### config.mk
export PLATFORM = sky130hd
export DESIGN_NAME = bzt_queue
export DESIGN_NICKNAME = d
export VERILOG_FILES = /design/src/rtl/bzt_pkg.sv /design/src/rtl/bzt_queue.sv
export SDC_FILE = /design/constraint.sdc
export NUM_CORES = 1
export LEC_CHECK = 0
export BUFFER_PORTS_ARGS = -buffer_cell sky130_fd_sc_hd__buf_4
export CAP_MARGIN = 10
export CORE_MARGIN = 5
export CORE_UTILIZATION = 50
export DETAILED_ROUTE_END_ITERATION = 7
export GPL_TIMING_DRIVEN = 0
export PLACE_DENSITY = 0.77
export RECOVER_POWER = 100
export SYNTH_ARGS = -nofsm -noshare
export SYNTH_HDL_FRONTEND = slang
export SYNTH_SLANG_ARGS = --single-unit
### constraint.sdc
create_clock -name clock -period 17.52 [get_ports clock]
set_input_delay 1.752 -clock clock [delete_from_list [all_inputs] [get_ports clock]]
set_output_delay 1.752 -clock clock [all_outputs]
set_load 0.005 [all_outputs]
### src/rtl/bzt_pkg.sv
// ----------------------------------------------------------------------------
// bzt_pkg
// shared widths, types and arithmetic helpers for the cubic bezier tessellator
// ----------------------------------------------------------------------------
package bzt_pkg;

   localparam int COORD_W   = 16;
   localparam int NCOORD    = 3;
   localparam int COEF_W    = 20;
   localparam int FRAC_W    = 16;
   localparam int T_W       = FRAC_W + 1;
   localparam int S_W       = 24;
   localparam int PROD_W    = S_W + T_W + 1;
   localparam int SUM_W     = PROD_W + 2;
   localparam int STEP_W    = 7;
   localparam int IDX_W     = 6;
   localparam int REM_W     = IDX_W + 1;
   localparam int MAX_STEPS = 64;
   localparam int MIN_STEPS = 2;
   localparam int QDEPTH    = 2;
   localparam int QP_W      = $clog2(QDEPTH);
   localparam int QCNT_W    = $clog2(QDEPTH + 1);
   localparam int DIV_CNT_W = $clog2(T_W);
   localparam int RND_HALF  = 1 << (FRAC_W - 1);
   localparam int NSTAGE    = 6;

   localparam logic [STEP_W-1:0] STEPS_RESET = STEP_W'(MAX_STEPS);

   typedef logic signed [COORD_W-1:0] coord_type;
   typedef coord_type [NCOORD-1:0] point_type;

   typedef struct packed {
      logic signed [COEF_W-1:0] a;
      logic signed [COEF_W-1:0] b;
      logic signed [COEF_W-1:0] c;
      coord_type                d;
   } coef_type;

   typedef coef_type [NCOORD-1:0] seg_type;

   typedef struct packed {
      logic full;
      logic valid;
   } qstat_type;

   function automatic logic signed [COEF_W-1:0] ext_coord(input coord_type v);
      return {{(COEF_W - COORD_W){v[COORD_W-1]}}, v};
   endfunction

   function automatic logic signed [S_W-1:0] ext_coef(input logic signed [COEF_W-1:0] v);
      return {{(S_W - COEF_W){v[COEF_W-1]}}, v};
   endfunction

   // signed value times unsigned q1.16 parameter
   function automatic logic signed [PROD_W-1:0] mul_t(input logic signed [S_W-1:0] s,
                                                      input logic [T_W-1:0] t);
      logic signed [T_W:0]    ts;
      logic signed [PROD_W-1:0] p;
      ts = {1'b0, t};
      p  = s * ts;
      return p;
   endfunction

   // add coefficient, round to nearest with ties up, drop the fraction
   function automatic logic signed [S_W-1:0] rnd_add(input logic signed [PROD_W-1:0] p,
                                                     input logic signed [COEF_W-1:0] cf);
      logic signed [SUM_W-1:0] cw;
      logic signed [SUM_W-1:0] sm;
      cw = {{(SUM_W - COEF_W - FRAC_W){cf[COEF_W-1]}}, cf, {FRAC_W{1'b0}}};
      sm = {{(SUM_W - PROD_W){p[PROD_W-1]}}, p} + cw + SUM_W'(RND_HALF);
      return sm[FRAC_W +: S_W];
   endfunction

   function automatic coord_type sat_coord(input logic signed [S_W-1:0] s);
      logic fits;
      fits = (s[S_W-1:COORD_W-1] == {(S_W - COORD_W + 1){1'b0}}) ||
             (s[S_W-1:COORD_W-1] == {(S_W - COORD_W + 1){1'b1}});
      if (fits) begin
         return s[COORD_W-1:0];
      end else if (s[S_W-1]) begin
         return {1'b1, {(COORD_W - 1){1'b0}}};
      end else begin
         return {1'b0, {(COORD_W - 1){1'b1}}};
      end
   endfunction

endpackage

### src/rtl/bzt_queue.sv
// ----------------------------------------------------------------------------
// bzt_queue
// short fifo of segment coefficient sets between front and back
// ----------------------------------------------------------------------------
module bzt_queue
   import bzt_pkg::*;
(
   input  logic      clock,
   input  logic      reset,
   input  logic      push,
   input  seg_type   push_seg,
   input  logic      pop,
   output seg_type   head,
   output qstat_type qstat
);

   seg_type            mem_ff [QDEPTH];
   logic [QP_W-1:0]    wr_ptr_ff;
   logic [QP_W-1:0]    rd_ptr_ff;
   logic [QCNT_W-1:0]  cnt_ff;
   logic [QCNT_W-1:0]  cnt_in;
   logic               do_push;
   logic               do_pop;

   assign qstat.full  = (cnt_ff == QCNT_W'(QDEPTH));
   assign qstat.valid = (cnt_ff != '0);
   assign do_push     = push && !qstat.full;
   assign do_pop      = pop && qstat.valid;
   assign head        = mem_ff[rd_ptr_ff];

   always_comb begin
      cnt_in = cnt_ff;
      if (do_push && !do_pop) begin
         cnt_in = cnt_ff + QCNT_W'(1);
      end else if (do_pop && !do_push) begin
         cnt_in = cnt_ff - QCNT_W'(1);
      end
   end

   always_ff @(posedge clock) begin
      if (reset) begin
         wr_ptr_ff <= '0;
         rd_ptr_ff <= '0;
         cnt_ff    <= '0;
      end else begin
         cnt_ff <= cnt_in;
         if (do_push) begin
            wr_ptr_ff <= wr_ptr_ff + QP_W'(1);
         end
         if (do_pop) begin
            rd_ptr_ff <= rd_ptr_ff + QP_W'(1);
         end
      end
   end

   always_ff @(posedge clock) begin
      if (do_push) begin
         mem_ff[wr_ptr_ff] <= push_seg;
      end
   end

   assert property (@(posedge clock) disable iff (reset) !(push && qstat.full))
      else $error("segment pushed into a full queue");

   assert property (@(posedge clock) disable iff (reset)
      (cnt_ff == '0) |-> (rd_ptr_ff == wr_ptr_ff))
      else $error("queue pointers disagree while empty");

endmodule

==> results of run 1 <==
layout make-up:
cell class | instances | area (um2)
tap | 448 | 561
buffer | 25 | 93.8
inverter | 2 | 8.76
clock inverter | 26 | 201
multi-input combinational | 246 | 2680
antenna | 3 | 7.51
clock buffer | 54 | 1200
sequential | 461 | 13800
timing repair buffer | 465 | 2900
fill | 2447 | 11900
logic make-up after synthesis:
family          synth area share [%]
compound gates                 0.149
xor+xnor                       0.157
fa+ha+maj                     0.0746
buf+inv                         1.77
flops                           82.3
mux                             15.3
simple gates                   0.291
power by group:
group / internal, mW / total (mW) / switching (mW)
combinational: 0.341 / 0.709 / 0.368
clock: 0.532 / 0.914 / 0.382
sequential: 1.42 / 1.45 / 0.0300
total: 2.29 / 3.07 / 0.780
state kept, by name (all words and copies together) (netlist names), named ones only:
register and count:
rd_ptr_ff 1, cnt_ff 2, mem_ff 456, wr_ptr_ff 1
cells in the mapped netlist, drive strengths merged:
master  count
a21oi       2
and2        1
buf        22
clkbuf      3
dfxtp       5
edfxtp    456
ha          1
inv         2
mux2      228
nor2        4
nor2b       1
o21ai       3
or2         1
or3         2
xor2        3
worst paths after layout:
| path | start | endpoint | slack (ps) | cells after the start |
|---|---|---|---|---|
| hold / removal | wr_ptr_ff$_SDFFE_PP0P_ | wr_ptr_ff$_SDFFE_PP0P_ | 500 | 2 |
| setup / recovery | push | mem_ff[0][86]$_DFFE_PP_ | 7540 | 5 |
| hold reg to reg | wr_ptr_ff$_SDFFE_PP0P_ | wr_ptr_ff$_SDFFE_PP0P_ | 500 | 2 |
| setup reg to reg | cnt_ff[0]$_SDFFE_PP0P_ | mem_ff[0][86]$_DFFE_PP_ | 8400 | 4 |
routing by layer:
layer	track usage, %	vias up
met4	7.84	4
li1	-	3972
met5	0	-
met2	34.3	362
met3	7.90	76
met1	19.8	4295
metrics by stage:
| stage | area (um2) | setup slack, ps |
|---|---|---|
| after detailed placement | 20900 | 13570 |
| after global routing | 21400 | 6900 |
| after global placement | 20800 | 6790 |
| after CTS | 22300 | 13770 |
| final | 21400 | 7540 |
| after floorplan | 16800 | 9770 |
worst max-delay path: cells and delay by family:
family | cells | cell delay (ps)
buf+inv | 4 | 7620
simple gates | 1 | 370
==> results.sh, run 1 <==
export IMPL_portBuffers=461
export IMPL_dp_cells=1647
export IMPL_cts_repair_resized=0
export IMPL_syn_area_mm2=0.0168
export IMPL_root_buffer="clkbuf_16"
export IMPL_tightest_slew_ps=6360
export IMPL_synth_nets=967
export IMPL_cts_buffer_depth=3
export IMPL_grt_remaining_overflow=0
export IMPL_required_ps=17500
export IMPL_wl_met3_um=4120
export IMPL_layout_commonest_cell="edfxtp_1"
export IMPL_synth_cell_types=15
export IMPL_track_usage_pct=19.1
export IMPL_hold_viol=0
export IMPL_grt_pass1_wl_um=52900
export IMPL_wl_met1_um=12500
export IMPL_die_area_mm2=0.0373
export IMPL_antenna_found_initial=6
export IMPL_cts_hold_buf=0
export IMPL_yosys_area_top_type_share_pct=81.7
export IMPL_wl_um=37300
export IMPL_drtPass1Iterations=7
export IMPL_fin_worst_skew_ps=10.4
export IMPL_outcome="finished, violations left"
export IMPL_fmax_mhz=100
export IMPL_arrival_ps=9960
export IMPL_cts_tree="done"
export IMPL_die_w_um=193
export IMPL_power_density_mw_per_mm2=143
export IMPL_grt_max_degree=117
export IMPL_ys_warn_count=0
export IMPL_drt_iter0_drc=317
export IMPL_finalMaxSlewViolations=466
export IMPL_holdWs_ps=500
export IMPL_dr_max_layer_used="met5"
export IMPL_cts_htree_levels=2
export IMPL_numCtsBuffers=46
export IMPL_place_gp_congestion=0.761
export IMPL_mostFrequentLayoutCells="edfxtp_1 (456), clkbuf_4 (248), mux2_2 (195), clkbuf_1 (189), buf_4 (60)"
export IMPL_slew_limit_headroom_pct=-324
export IMPL_max_cap_viol_count=6
export IMPL_power_leakage_nw=7.53
export IMPL_worst_setup_path_type="in2reg"
export IMPL_period_share_pct=57.0
export IMPL_syn_to_final_growth_pct=27.9
export IMPL_via_count=8709
export IMPL_cts_setup_buffers=0
export IMPL_nNetsFinal=1480
export IMPL_fin_crit_ps=9980
export IMPL_routedWlPerCell_um=21.5
export IMPL_insertion_delay_ps=550
export IMPL_dpl_hpwl_um=26300
export IMPL_ir_worst_vdd_uv=103
export IMPL_min_path_type="reg2reg"
export IMPL_drive_above_1_share_pct=44.3
export IMPL_ant_nets=0
export IMPL_rsz0062_at_grt="false"
export IMPL_start_util_pct=50.3
export IMPL_max_stage_delay_ps=4610
export IMPL_yosys_area_top_type="edfxtp_1"
export IMPL_p_total_mw=3.07
export IMPL_cp_slowest_cell="clkbuf_1"
export IMPL_met2_length_um=19400
export IMPL_final_cells=1730
export IMPL_vias_per_cell=5.03
export IMPL_drc_errors=0
export IMPL_rows=67
export IMPL_num_io_pins=462
export IMPL_syn_area_per_cell_um2=22.8
export IMPL_first_global_vias=9358
export IMPL_clk_pin_slew_ps=60
export IMPL_cp_end_kind="flip-flop"
export IMPL_cts_sinks=461
export IMPL_core_area_mm2=0.0334
export IMPL_cp_cell_sequence="clkbuf_4 > inv_1 > or3_1 > clkinvlp_2 > clkbuf_1"
export IMPL_tns_ps=0
export IMPL_floorplan_die_height_um=193
export IMPL_synthCells=734
export IMPL_fin_util_pct=64.3
export IMPL_critPathLaunchType="input port"
export IMPL_setup_viol=0
export IMPL_failed_checks="capacitance limit, slew limit"
export IMPL_synth_seq_cells=461
export IMPL_synthTopCellsByArea="edfxtp_1 (82%), mux2_2 (15%), buf_6 (1.5%)"
export IMPL_path_max_fanout=116
export IMPL_ys_seq_area_share_pct=82.3
Note: power is estimated with default switching activity, not from simulation.
==> inputs of run 2 (changes only) <==
==> constraint.sdc (replaced) <==
create_clock -name clock -period 10 [get_ports clock]
set_input_delay 1 -clock clock [delete_from_list [all_inputs] [get_ports clock]]
set_output_delay 1 -clock clock [all_outputs]
set_load 0.005 [all_outputs]
==> results.sh, run 2 (synthesis results as in run 1) <==
export IMPL_clk_pin_slew_ps=60
export IMPL_insertion_delay_ps=550
export IMPL_fin_crit_ps=4560
export IMPL_antenna_found_initial=6
export IMPL_cp_cell_sequence="clkbuf_4 > inv_1 > nor2_1 > and2_0 > buf_16 > buf_16"
export IMPL_drt_iter0_drc=324
export IMPL_cp_end_kind="flip-flop"
export IMPL_hold_viol=0
export IMPL_die_area_mm2=0.0373
export IMPL_routedWlPerCell_um=21.6
export IMPL_failed_checks="capacitance limit, slew limit"
export IMPL_numCtsBuffers=46
export IMPL_power_leakage_nw=7.58
export IMPL_ir_worst_vdd_uv=180
export IMPL_start_util_pct=50.3
export IMPL_tns_ps=0
export IMPL_switching_share_pct=25.7
export IMPL_portBuffers=461
export IMPL_pwr_share_comb_pct=23.6
export IMPL_holdWs_ps=501
export IMPL_wl_um=37300
export IMPL_die_w_um=193
export IMPL_startpoint="push"
export IMPL_mostFrequentLayoutCells="edfxtp_1 (456), clkbuf_4 (247), mux2_2 (195), clkbuf_1 (186), buf_4 (60)"
export IMPL_cts_hold_buf=0
export IMPL_num_io_pins=462
export IMPL_ant_nets=0
export IMPL_place_ws_ps=6800
export IMPL_power_density_mw_per_mm2=248
export IMPL_rsz0062_at_grt="false"
export IMPL_layout_commonest_cell="edfxtp_1"
export IMPL_cts_buffer_depth=3
export IMPL_track_usage_pct=19.1
export IMPL_max_cap_viol_count=1
export IMPL_fmax_mhz=219
export IMPL_outcome="finished, violations left"
export IMPL_r2r_end="mem_ff[1][25]$_DFFE_PP_"
export IMPL_finalMaxSlewViolations=52
export IMPL_max_stage_delay_ps=2790
export IMPL_first_global_vias=9358
export IMPL_cts_setup_buffers=0
export IMPL_dpl_hpwl_um=26300
export IMPL_fin_worst_skew_ps=6.84
export IMPL_via_count=8740
export IMPL_required_ps=10220
export IMPL_floorplan_die_height_um=193
export IMPL_cts_htree_levels=2
export IMPL_rows=67
export IMPL_worst_setup_path_type="in2reg"
export IMPL_p_int_mw=3.97
export IMPL_core_area_mm2=0.0334
export IMPL_place_area_mm2=0.0209
export IMPL_reg2regPathDepth=5
export IMPL_syn_to_final_growth_pct=28.5
export IMPL_crit_cells=6
export IMPL_setup_ws_ps=5440
export IMPL_busiest_layer="met2"
export IMPL_use_met1_pct=19.8
export IMPL_cts_sinks=461
export IMPL_cp_common_cell="buf_16"
export IMPL_tightest_slew_ps=3870
export IMPL_slew_limit_headroom_pct=-158
export IMPL_use_met3_pct=7.90
export IMPL_p_total_mw=5.35
export IMPL_nNetsFinal=1480
export IMPL_top_regs="mem_ff (456), cnt_ff (2)"
export IMPL_clock_power_share_pct=30.0
export IMPL_cp_slowest_cell="and2_0"
export IMPL_drc_errors=0
export IMPL_grt_remaining_overflow=0
export IMPL_critical_path_buf_inv_count=4
export IMPL_p_seq_share_pct=46.4
export IMPL_place_gp_congestion=0.761
export IMPL_arrival_ps=4780
export IMPL_grt_max_degree=117
export IMPL_cts_tree="done"
export IMPL_r2r_start="cnt_ff[0]$_SDFFE_PP0P_"
export IMPL_vias_per_cell=5.05
export IMPL_r2r_setup_slack_ps=5530
export IMPL_final_area_mm2=0.0215
export IMPL_path_max_fanout=57
export IMPL_path_delay_family="simple AND/OR/NAND/NOR gates"
export IMPL_cts_repair_resized=0
export IMPL_crit_path_end="mem_ff[1][25]$_DFFE_PP_"
export IMPL_period_share_pct=45.6
export IMPL_largest_register_ffs=456
export IMPL_p_switching_mw=1.37
export IMPL_min_path_type="reg2reg"
export IMPL_drtPass1Iterations=6
export IMPL_setup_viol=0
export IMPL_critPathLaunchType="input port"
export IMPL_largest_register="mem_ff"
export IMPL_root_buffer="clkbuf_16"
export IMPL_grt_met2_usage_pct=34.3
export IMPL_grt_pass1_wl_um=52900
export IMPL_drive_above_1_share_pct=44.5
==> run 2: final cells by class <==
type	count	area (um2)
Buffer	25	93.8
Inverter	2	15.0
Fill cell	2433	11800
Tap cell	448	561
Sequential cell	461	13800
Antenna cell	3	7.51
Multi-Input combinational cell	246	2680
Clock inverter	26	201
Clock buffer	54	1200
Timing Repair Buffer	465	2990
==> run 2: layer usage <==
metal	part of all wire [%]	wire [um]	vias to the layer above
met5	0.062	23	-
met4	3.3	1230	4
met3	11	4170	81
met2	52	19400	360
met1	33	12500	4319
li1	-	-	3976
==> run 2: power groups by stage <==
stage | Sequential, mW | Combinational [mW] | Clock, mW
6_report | 2.48 | 1.26 | 1.60
5_1_grt | 2.50 | 1.36 | 1.73
3_3_place_gp | 2.61 | 1.46 | 0
3_5_place_dp | 2.52 | 1.49 | 0
4_1_cts | 2.48 | 1.50 | 1.64
2_1_floorplan | 2.57 | 0.717 | 0
==> run 2: tightest hold or removal path: cells and delay by family, from the launching register on <==
family,cells,cell delay [ps]
flip-flops,1,310
AO/OA/AOI/OAI,2,150
==> run 2: per-stage QoR <==
step	std cells	utilization (%)
finish	1730	64.6
CTS	1727	66.9
floorplan	734	-
detailed placement	1647	62.7
global placement	1643	62.3
global route	1730	64.6
==> run 2: worst min-delay path by stage <==
| stage | startpoint | endpoint | slack, ps | cells past startpoint |
|---|---|---|---|---|
| 2_1_floorplan | wr_ptr_ff$_SDFFE_PP0P_ | wr_ptr_ff$_SDFFE_PP0P_ | 450 | 2 |
| 3_3_place_gp | wr_ptr_ff$_SDFFE_PP0P_ | wr_ptr_ff$_SDFFE_PP0P_ | 470 | 2 |
| 3_5_place_dp | wr_ptr_ff$_SDFFE_PP0P_ | wr_ptr_ff$_SDFFE_PP0P_ | 500 | 2 |
| 4_1_cts | wr_ptr_ff$_SDFFE_PP0P_ | wr_ptr_ff$_SDFFE_PP0P_ | 510 | 2 |
| 5_1_grt | wr_ptr_ff$_SDFFE_PP0P_ | wr_ptr_ff$_SDFFE_PP0P_ | 530 | 2 |
| 6_report | wr_ptr_ff$_SDFFE_PP0P_ | wr_ptr_ff$_SDFFE_PP0P_ | 500 | 2 |
