`config.mk`:
```
export PLATFORM = sky130hd
export DESIGN_NAME = bzt_front
export DESIGN_NICKNAME = d
export VERILOG_FILES = /design/src/rtl/bzt_pkg.sv /design/src/rtl/bzt_front.sv
export SDC_FILE = /design/constraint.sdc
export NUM_CORES = 1
export LEC_CHECK = 0
export ABC_AREA = 1
export BUFFER_PORTS_ARGS = -buffer_cell sky130_fd_sc_hd__buf_2
export CAP_MARGIN = 10
export CORE_MARGIN = 3
export CORE_UTILIZATION = 45
export CTS_CLUSTER_DIAMETER = 80
export CTS_CLUSTER_SIZE = 16
export DETAILED_ROUTE_END_ITERATION = 8
export PLACE_DENSITY = 0.6
export SETUP_SLACK_MARGIN = 0.4
export SLEW_MARGIN = 40
export SYNTH_ARGS = -nofsm -noshare
export SYNTH_HDL_FRONTEND = slang
export SYNTH_SLANG_ARGS = --single-unit
```
`constraint.sdc`:
```
create_clock -name clock -period 7.11 [get_ports clock]
set_input_delay 0.711 -clock clock [delete_from_list [all_inputs] [get_ports clock]]
set_output_delay 0.711 -clock clock [all_outputs]
set_load 0.01 [all_outputs]
```
`src/rtl/bzt_pkg.sv`:
```
// ----------------------------------------------------------------------------
// bzt_pkg
// shared widths, types and arithmetic helpers for the cubic bezier tessellator
// ----------------------------------------------------------------------------
package bzt_pkg;

   localparam int COORD_W   = 16;
   localparam int NCOORD    = 3;
   localparam int COEF_W    = 20;
   localparam int FRAC_W    = 16;
   localparam int T_W       = FRAC_W + 1;
   localparam int S_W       = 24;
   localparam int PROD_W    = S_W + T_W + 1;
   localparam int SUM_W     = PROD_W + 2;
   localparam int STEP_W    = 7;
   localparam int IDX_W     = 6;
   localparam int REM_W     = IDX_W + 1;
   localparam int MAX_STEPS = 64;
   localparam int MIN_STEPS = 2;
   localparam int QDEPTH    = 2;
   localparam int QP_W      = $clog2(QDEPTH);
   localparam int QCNT_W    = $clog2(QDEPTH + 1);
   localparam int DIV_CNT_W = $clog2(T_W);
   localparam int RND_HALF  = 1 << (FRAC_W - 1);
   localparam int NSTAGE    = 6;

   localparam logic [STEP_W-1:0] STEPS_RESET = STEP_W'(MAX_STEPS);

   typedef logic signed [COORD_W-1:0] coord_type;
   typedef coord_type [NCOORD-1:0] point_type;

   typedef struct packed {
      logic signed [COEF_W-1:0] a;
      logic signed [COEF_W-1:0] b;
      logic signed [COEF_W-1:0] c;
      coord_type                d;
   } coef_type;

   typedef coef_type [NCOORD-1:0] seg_type;

   typedef struct packed {
      logic full;
      logic valid;
   } qstat_type;

   function automatic logic signed [COEF_W-1:0] ext_coord(input coord_type v);
      return {{(COEF_W - COORD_W){v[COORD_W-1]}}, v};
   endfunction

   function automatic logic signed [S_W-1:0] ext_coef(input logic signed [COEF_W-1:0] v);
      return {{(S_W - COEF_W){v[COEF_W-1]}}, v};
   endfunction

   // signed value times unsigned q1.16 parameter
   function automatic logic signed [PROD_W-1:0] mul_t(input logic signed [S_W-1:0] s,
                                                      input logic [T_W-1:0] t);
      logic signed [T_W:0]    ts;
      logic signed [PROD_W-1:0] p;
      ts = {1'b0, t};
      p  = s * ts;
      return p;
   endfunction

   // add coefficient, round to nearest with ties up, drop the fraction
   function automatic logic signed [S_W-1:0] rnd_add(input logic signed [PROD_W-1:0] p,
                                                     input logic signed [COEF_W-1:0] cf);
      logic signed [SUM_W-1:0] cw;
      logic signed [SUM_W-1:0] sm;
      cw = {{(SUM_W - COEF_W - FRAC_W){cf[COEF_W-1]}}, cf, {FRAC_W{1'b0}}};
      sm = {{(SUM_W - PROD_W){p[PROD_W-1]}}, p} + cw + SUM_W'(RND_HALF);
      return sm[FRAC_W +: S_W];
   endfunction

   function automatic coord_type sat_coord(input logic signed [S_W-1:0] s);
      logic fits;
      fits = (s[S_W-1:COORD_W-1] == {(S_W - COORD_W + 1){1'b0}}) ||
             (s[S_W-1:COORD_W-1] == {(S_W - COORD_W + 1){1'b1}});
      if (fits) begin
         return s[COORD_W-1:0];
      end else if (s[S_W-1]) begin
         return {1'b1, {(COORD_W - 1){1'b0}}};
      end else begin
         return {1'b0, {(COORD_W - 1){1'b1}}};
      end
   endfunction

endpackage

```
`src/rtl/bzt_front.sv`:
```
// ----------------------------------------------------------------------------
// bzt_front
// takes control points, tracks spline phase and builds segment coefficients
// ----------------------------------------------------------------------------
module bzt_front
   import bzt_pkg::*;
(
   input  logic      clock,
   input  logic      reset,
   input  logic      req_valid,
   output logic      req_stall,
   input  coord_type req_point_x,
   input  coord_type req_point_y,
   input  coord_type req_point_z,
   input  logic      req_start_curve,
   input  qstat_type qstat,
   output logic      push,
   output seg_type   push_seg
);

   typedef enum logic [1:0] {
      KIND_ANCHOR,
      KIND_DROP,
      KIND_HANDLE,
      KIND_CLOSE
   } kind_type;

   point_type      hold_ff [3];
   logic [1:0]     phase_ff;
   logic [1:0]     phase_in;
   logic           anchor_ff;
   logic           anchor_in;
   kind_type       kind;
   point_type      pt;
   logic           accept;

   assign pt = {req_point_z, req_point_y, req_point_x};

   always_comb begin
      if (req_start_curve) begin
         kind = KIND_ANCHOR;
      end else if (!anchor_ff) begin
         kind = KIND_DROP;
      end else if (phase_ff < 2'd2) begin
         kind = KIND_HANDLE;
      end else begin
         kind = KIND_CLOSE;
      end
   end

   assign req_stall = (kind == KIND_CLOSE) && qstat.full;
   assign accept    = req_valid && !req_stall;
   assign push      = accept && (kind == KIND_CLOSE);

   always_comb begin
      phase_in  = phase_ff;
      anchor_in = anchor_ff;
      if (accept) begin
         case (kind)
            KIND_ANCHOR: begin
               phase_in  = 2'd0;
               anchor_in = 1'b1;
            end
            KIND_HANDLE: begin
               phase_in = phase_ff + 2'd1;
            end
            KIND_CLOSE: begin
               phase_in = 2'd0;
            end
            default: begin
               phase_in = phase_ff;
            end
         endcase
      end
   end

   always_comb begin
      logic signed [COEF_W-1:0] e0;
      logic signed [COEF_W-1:0] e1;
      logic signed [COEF_W-1:0] e2;
      logic signed [COEF_W-1:0] e3;
      logic signed [COEF_W-1:0] d12;
      logic signed [COEF_W-1:0] mid;
      logic signed [COEF_W-1:0] d10;
      for (int k = 0; k < NCOORD; k++) begin
         e0  = ext_coord(hold_ff[0][k]);
         e1  = ext_coord(hold_ff[1][k]);
         e2  = ext_coord(hold_ff[2][k]);
         e3  = ext_coord(pt[k]);
         d12 = e1 - e2;
         mid = e0 - (e1 <<< 1) + e2;
         d10 = e1 - e0;
         push_seg[k].a = e3 + (d12 <<< 1) + d12 - e0;
         push_seg[k].b = (mid <<< 1) + mid;
         push_seg[k].c = (d10 <<< 1) + d10;
         push_seg[k].d = hold_ff[0][k];
      end
   end

   always_ff @(posedge clock) begin
      if (reset) begin
         phase_ff  <= 2'd0;
         anchor_ff <= 1'b0;
      end else begin
         phase_ff  <= phase_in;
         anchor_ff <= anchor_in;
      end
   end

   always_ff @(posedge clock) begin
      if (accept) begin
         case (kind)
            KIND_ANCHOR: begin
               hold_ff[0] <= pt;
            end
            KIND_HANDLE: begin
               hold_ff[phase_ff + 2'd1] <= pt;
            end
            KIND_CLOSE: begin
               hold_ff[0] <= pt;
            end
            default: begin
               hold_ff[0] <= hold_ff[0];
            end
         endcase
      end
   end

endmodule

```
==> summary.txt, run 1 <==
Run status
  – Outcome: complete, no violations

Place
  – IO buf count: ~280
  – Post-DP Area: around 0.029 sq mm
  – Dpl ws: about 2200 ps
  – GP Congestion: ~0.94
  – Dpl hpwl: about 64000 um

Yosys
  – Synthesized instance count: roughly 3900
  – Yosys reg bits: approximately 150
  – Top post-synthesis cells by area: edfxtp_1 16%, nand2_1 16%, ha_1 15%
  – Most common cell in the netlist: nand2_1
  – Commonest register cell after synthesis: edfxtp_1
  – Unique masters post-synth: 39
  – Top post-synthesis cells by count: 1126 x nand2_1, 737 x inv_1, 324 x ha_1, 296 x nor2_1, 294 x a21oi_1
  – Synth area leader: edfxtp_1
  – Seq/Total Area, Yosys: between 10% and 20%
  – Share of the synthesized area in the top cell type: ~16%
  – Warnings, synthesis: 0
  – Cell Area, Synth: about 0.026 sq mm
  – Avg Synthesized Cell Area: just under 7 sq um
  – Syn nets: around 4400
  – EDFF count, synth: 144
  – FFs w/ async S/R, synth: 0%

Route
  – Final ANT Viol Nets: 0
  – Wirelength per Cell: roughly 15 um
  – Total vias in the final route: about 25000
  – Wirelength, routed: between 70000 and 80000 um
  – DR iter-0 viols: approximately 1400
  – TritonRoute pass-1 iters: 5
  – Post-route DRC violation count: 0
  – Vias per std cell: about 5

Setup path
  – Kind of critical path: register to output port
  – Worst endpoint data arrival time: ~4700 ps
  – Setup crit start kind: register
  – Crit. End Element: output port
  – Worst-path fanout max: 5
  – Critical Path RT: roughly 6400 ps

CTS
  – Hold buffers post-CTS: 0
  – PostCTS Resize Cnt: 0
  – TritonCTS Sinks: 147
  – Total CTS buffers: 17
  – Clock transition at the registers of the reported paths: around 70 ps
  – Clock buffer depth: 2
  – Setup Buffers After CTS: 0
  – Clock Tree Root: clkbuf_16
  – H-Tree Depth: 4
  – Latest clock arrival within the worst-skew pair: approximately 460 ps
  – CTS tree: built

STA
  – Relative slew slack: a little under half
  – Hold slack: ~430 ps
  – Fmax achieved: 0.183 GHz
  – Fin Clk Skew: between 10 and 15 ps
  – RSZ-0062 raised after global routing: false
  – Setup TNS: 0 ps
  – Final-report max-slew violation count: 0
  – Worst setup margin: ~1700 ps
  – Final Hold Viols: 0
  – Tightest Pin Transition: slightly above 800 ps
  – Fin crit share: ~77%
  – Tmin final: ~5500 ps
  – Final setup fails: 0

Power
  – Leak: approximately 16 nW
  – Peak VDD IR: between 0.2 and 0.3 mV
  – PwrDens: roughly 290 mW/mm^2

Finish
  – Final instance area: ~0.03 sq mm
  – Layout cells sized above 1: under 10%
  – Fill count: approximately 6000
  – # nets final: roughly 4700
  – Area Growth Syn to Fin: 11.1%
  – Fin util: between 50 and 60%

Global route
  – Largest net degree at the start of global routing: between 60 and 70
  – First-pass GRT wire length: roughly 120000 um
  – Number of global-route vias before repair: ~24000
  – Initial antenna violation count: 2
  – Gr ovfl total: 0
  – GRT Util Overall: 24.1%

Job
  – Max-cap violations: 0

Die
  – Core area: 0.0570 sq mm
  – Initial core utilization: approximately 46%
  – Die W: between 200 and 250 um
  – Row cnt: 87
  – Die H: ~250 um
  – Die ar.: between 0.06 and 0.07 sq mm
  – Ports: between 200 and 300

Min path
  – HP Class: primary input to register
## through the flow
stage / instances / power, mW
6_report: 4918 / 8.36
4_1_cts: 4916 / 8.41
3_5_place_dp: 4884 / 7.42
5_1_grt: 4917 / 9.24
2_1_floorplan: 3854 / 5.38
3_3_place_gp: 4884 / 7.41
## final timing paths
path | slack (ps) | cells after the start | startpoint | endpoint
setup reg to reg | 4100 | 9 | phase_ff[1] | hold_ff[0][28]
hold / removal | 430 | 2 | reset | anchor_ff
hold reg to reg | 500 | 2 | anchor_ff | anchor_ff
setup / recovery | 1660 | 24 | hold_ff[2][16] | push_seg[150]
## kinds of logic (layout without fill, tap and decap cells)
logic type / count (synthesis) / in the layout / synth area share [%]
fa+ha+maj: 489 / 489 / 28.1
compound gates: 541 / 541 / 11.4
flops: 147 / 147 / 16.7
xor+xnor: 151 / 151 / 5.04
simple gates: 1775 / 1775 / 27.8
buf+inv: 751 / 1057 / 10.9
other cells: 0 / 2 / 0
## placed cells by master (no fill, tap or decap), types with 125 or more instances in the layout
| master | n |
|---|---|
| nand2_1 | 1126 |
| inv_1 | 737 |
| ha_1 | 324 |
| nor2_1 | 296 |
| a21oi_1 | 294 |
| buf_2 | 282 |
| nand3_1 | 251 |
| fa_1 | 165 |
| edfxtp_1 | 144 |
| o21ai_0 | 125 |
## power breakdown
| part | internal, mW | switching, mW |
|---|---|---|
| logic | 2.32 | 4.03 |
| clock network | 0.501 | 0.454 |
| registers | 1.01 | 0.0402 |
## state kept, by name (all words and copies together) (netlist names)
signal	cells
anchor_ff	1
hold_ff	144
phase_ff	2
## worst max-delay path, cell delays in order, from the launching register on
cell and delay [ps]:
edfxtp_1 430, ha_1 260, fa_1 420, o21ai_2 250, nand2_1 100, nand2_2 110
nand2_1 80, nand2_1 70, nand2_1 50, nand2_1 110, inv_1 70, fa_1 480
inv_1 50, fa_1 510, inv_1 50, ha_1 350, nand2_1 150, o21bai_1 210
inv_1 90, nor2_1 90, nor2_1 60, nand2_1 60, nand2_1 40, nand2_1 70
buf_2 140
## metal layers
metal | vias to the layer above | GRT usage (%) | wire, um
li1 | 12900 | - | -
met1 | 11400 | 32.0 | 34000
met2 | 579 | 41.6 | 34500
met3 | 82 | 2.85 | 3700
met4 | 0 | 6.66 | 1860
met5 | - | 0 | 0
## cell type report
| class | instances | area, sq um | area share, % |
|---|---|---|---|
| multi-input cells | 2956 | 19000 | 65.2 |
| flip-flops and latches | 147 | 4380 | 15.0 |
| inverters | 738 | 2770 | 9.51 |
| repair buffers | 287 | 1450 | 4.97 |
| well taps | 756 | 946 | 3.25 |
| clock buffers | 17 | 425 | 1.46 |
| clock inverters | 15 | 165 | 0.567 |
| diodes | 2 | 5.00 | 0.0172 |
Power figures use the tool's default switching activity.
==> inputs of run 2 (changes only) <==
==> constraint.sdc (replaced) <==
create_clock -name clock -period 5.65 [get_ports clock]
set_input_delay 0.565 -clock clock [delete_from_list [all_inputs] [get_ports clock]]
set_output_delay 0.565 -clock clock [all_outputs]
set_load 0.01 [all_outputs]
==> summary.txt, run 2 (synthesis gave the netlist of run 1 again) <==
STA
  – Relative slew slack: about 45%
  – Tightest Pin Transition: 825 ps
  – Fin crit share: between 80 and 90%
  – Setup TNS: 0 ps
  – Final-report max-slew violation count: 0
  – Final Hold Viols: 0
  – Fmax achieved: roughly 0.2 GHz
  – Fin Clk Skew: roughly 11 ps
  – Hold slack: between 200 and 300 ps
  – Final setup fails: 0
  – RSZ-0062 raised after global routing: true
  – Worst setup margin: between 600 and 700 ps
  – Tmin final: around 5000 ps

Finish
  – Biggest register: hold_ff
  – Area Growth Syn to Fin: 13.1%
  – Regs by FF count: hold_ff: 144 flops, phase_ff: 2 flops, anchor_ff: 1 flops
  – # nets final: about 4700
  – Layout cells sized above 1: around 11%
  – Final instance area: a little under 0.03 sq mm
  – Max FFs per register: roughly 140
  – Fill count: just under 6000
  – Post-Layout Cell Count: 4934
  – Fin util: around half
  – Most frequent cells in the layout: 1116 x nand2_1, 736 x inv_1, 298 x ha_1
  – Commonest non-fill, non-tap cell in the layout: nand2_1

Power
  – Pint: approximately 5 mW
  – Sw Ratio: a little over half
  – Tot Pwr: 10.6 mW
  – Peak VDD IR: roughly 0.34 mV
  – Clock power share: a little under an eighth
  – Combinational fraction of design power: 76.3%
  – Psw: roughly 5.7 mW
  – Sequential power share: 12.4%
  – PwrDens: about 360 mW/mm^2
  – Leak: 16.4 nW

Route
  – Vias per std cell: approximately 5.1
  – DR iter-0 viols: about 1400
  – Final ANT Viol Nets: 0
  – Wirelength per Cell: ~15 um
  – Total vias in the final route: 24900
  – TritonRoute pass-1 iters: 5
  – Wirelength, routed: approximately 75000 um
  – Post-route DRC violation count: 0

Job
  – Max-cap violations: 0

Place
  – Dpl hpwl: roughly 64000 um
  – Dpl ws: about 880 ps
  – Placed insts: 4886
  – IO buf count: roughly 280
  – GP Congestion: approximately 0.94
  – Post-DP Area: 0.0286 sq mm

Setup path
  – Crit-path max cell delay: around 490 ps
  – Worst-path fanout max: 4
  – Slowest cell on crit path: fa_1
  – Worst reg2reg endpoint: hold_ff[0][30]
  – Critical Path RT: 5090 ps
  – Critical path capture point: push_seg[226]
  – CP startpoint: hold_ff[1][35]
  – Crit. End Element: output port
  – Kind of critical path: register to output port
  – RR Startpoint: phase_ff[1]
  – Worst endpoint data arrival time: roughly 4500 ps
  – R2R cell count: 9
  – Setup crit start kind: register
  – Worst path cell trace: ha_1, a21oi_1, o21ai_4, nand2_1, nand2_2, xnor2_1, inv_1, fa_1, inv_1, fa_1, inv_1, ha_1, nand2_1, nor2_1, nand3_1, nand3_2, nand2_1, nand2_1, nand2_1, nand2_1, buf_2
  – Most frequent cell on the critical path: nand2_1
  – Flop-to-flop setup slack: between 2000 and 3000 ps

CTS
  – Clock transition at the registers of the reported paths: ~70 ps
  – TritonCTS Sinks: around 150
  – CTS tree: built
  – H-Tree Depth: 4
  – Total CTS buffers: 17
  – Clock Tree Root: clkbuf_16
  – Latest clock arrival within the worst-skew pair: approximately 450 ps
  – Clock buffer depth: 2

Die
  – Initial core utilization: ~46%
  – Die H: 247 um
  – Die W: around 250 um
  – Core area: between 0.05 and 0.06 sq mm
  – Row cnt: 87
  – Die ar.: between 0.06 and 0.07 sq mm
  – Ports: 284

Global route
  – Initial antenna violation count: 3
  – Largest net degree at the start of global routing: 50
  – Number of global-route vias before repair: roughly 24000
  – Gr ovfl total: 0
  – GRT Util Overall: between 20% and 30%
  – First-pass GRT wire length: around 120000 um

Min path
  – HP Class: primary input to register

Run status
  – Outcome: complete, no violations
run 2: cell count changes in the layout (fill, tap and decap cells not counted), sizes merged:
| cell | delta |
|---|---|
| inv | -2 |
| diode | -1 |
| buf | +17 |
| clkinvlp | +2 |
run 2: worst min path at each step:
stage	startpoint	endpoint	cells past startpoint	slack [ps]
6_report	reset	anchor_ff	2	280
4_1_cts	reset	anchor_ff	2	270
3_5_place_dp	anchor_ff	anchor_ff	2	480
5_1_grt	reset	anchor_ff	2	280
2_1_floorplan	anchor_ff	anchor_ff	2	460
3_3_place_gp	anchor_ff	anchor_ff	2	480
run 2: routing by layer:
layer | GRT usage (%) | wire length [um] | vias to the layer above
met4 | 6.32 | 1910 | 2
met5 | 0 | 13 | -
met2 | 41.0 | 34600 | 494
li1 | - | - | 12900
met3 | 2.96 | 3640 | 86
met1 | 32.5 | 34400 | 11400
run 2: power groups by stage:
stage | logic, mW | registers, mW | clock network [mW]
floorplan | 5.43 | 1.35 | 0
global placement | 7.98 | 1.34 | 0
detailed placement | 7.99 | 1.34 | 0
CTS | 8.05 | 1.32 | 1.20
global route | 9.15 | 1.33 | 1.25
finish | 8.08 | 1.32 | 1.19
run 2: what timing repair did:
action                                  4_1_cts  5_1_grt
setup buffers                                 0       15
hold endpoints to repair                      0        0
pin swaps                                     1        9
gates resized for setup                       0       79
hold buffers                                  0        0
endpoints found under the setup margin        2       35
run 2: cell type report:
class	count	area [sq um]	area share [%]
clock buffer	17	425	1.44
clock inverter	15	166	0.561
tap	756	946	3.19
inverter	738	2770	9.35
timing repair buffer	304	1600	5.40
sequential	147	4380	14.8
multi-input combinational	2956	19300	65.3
antenna	1	2.50	0.00844
run 2: critical path, delay by kind of cell, from the launching register on:
kind	cells	cell delay [ps]
and+or+nand+nor	10	990
adders and majority gates	4	1670
AOI/OAI and AO/OA	2	350
xor gates and xnor gates	1	270
buffers and inverters	4	300
DFF	1	450
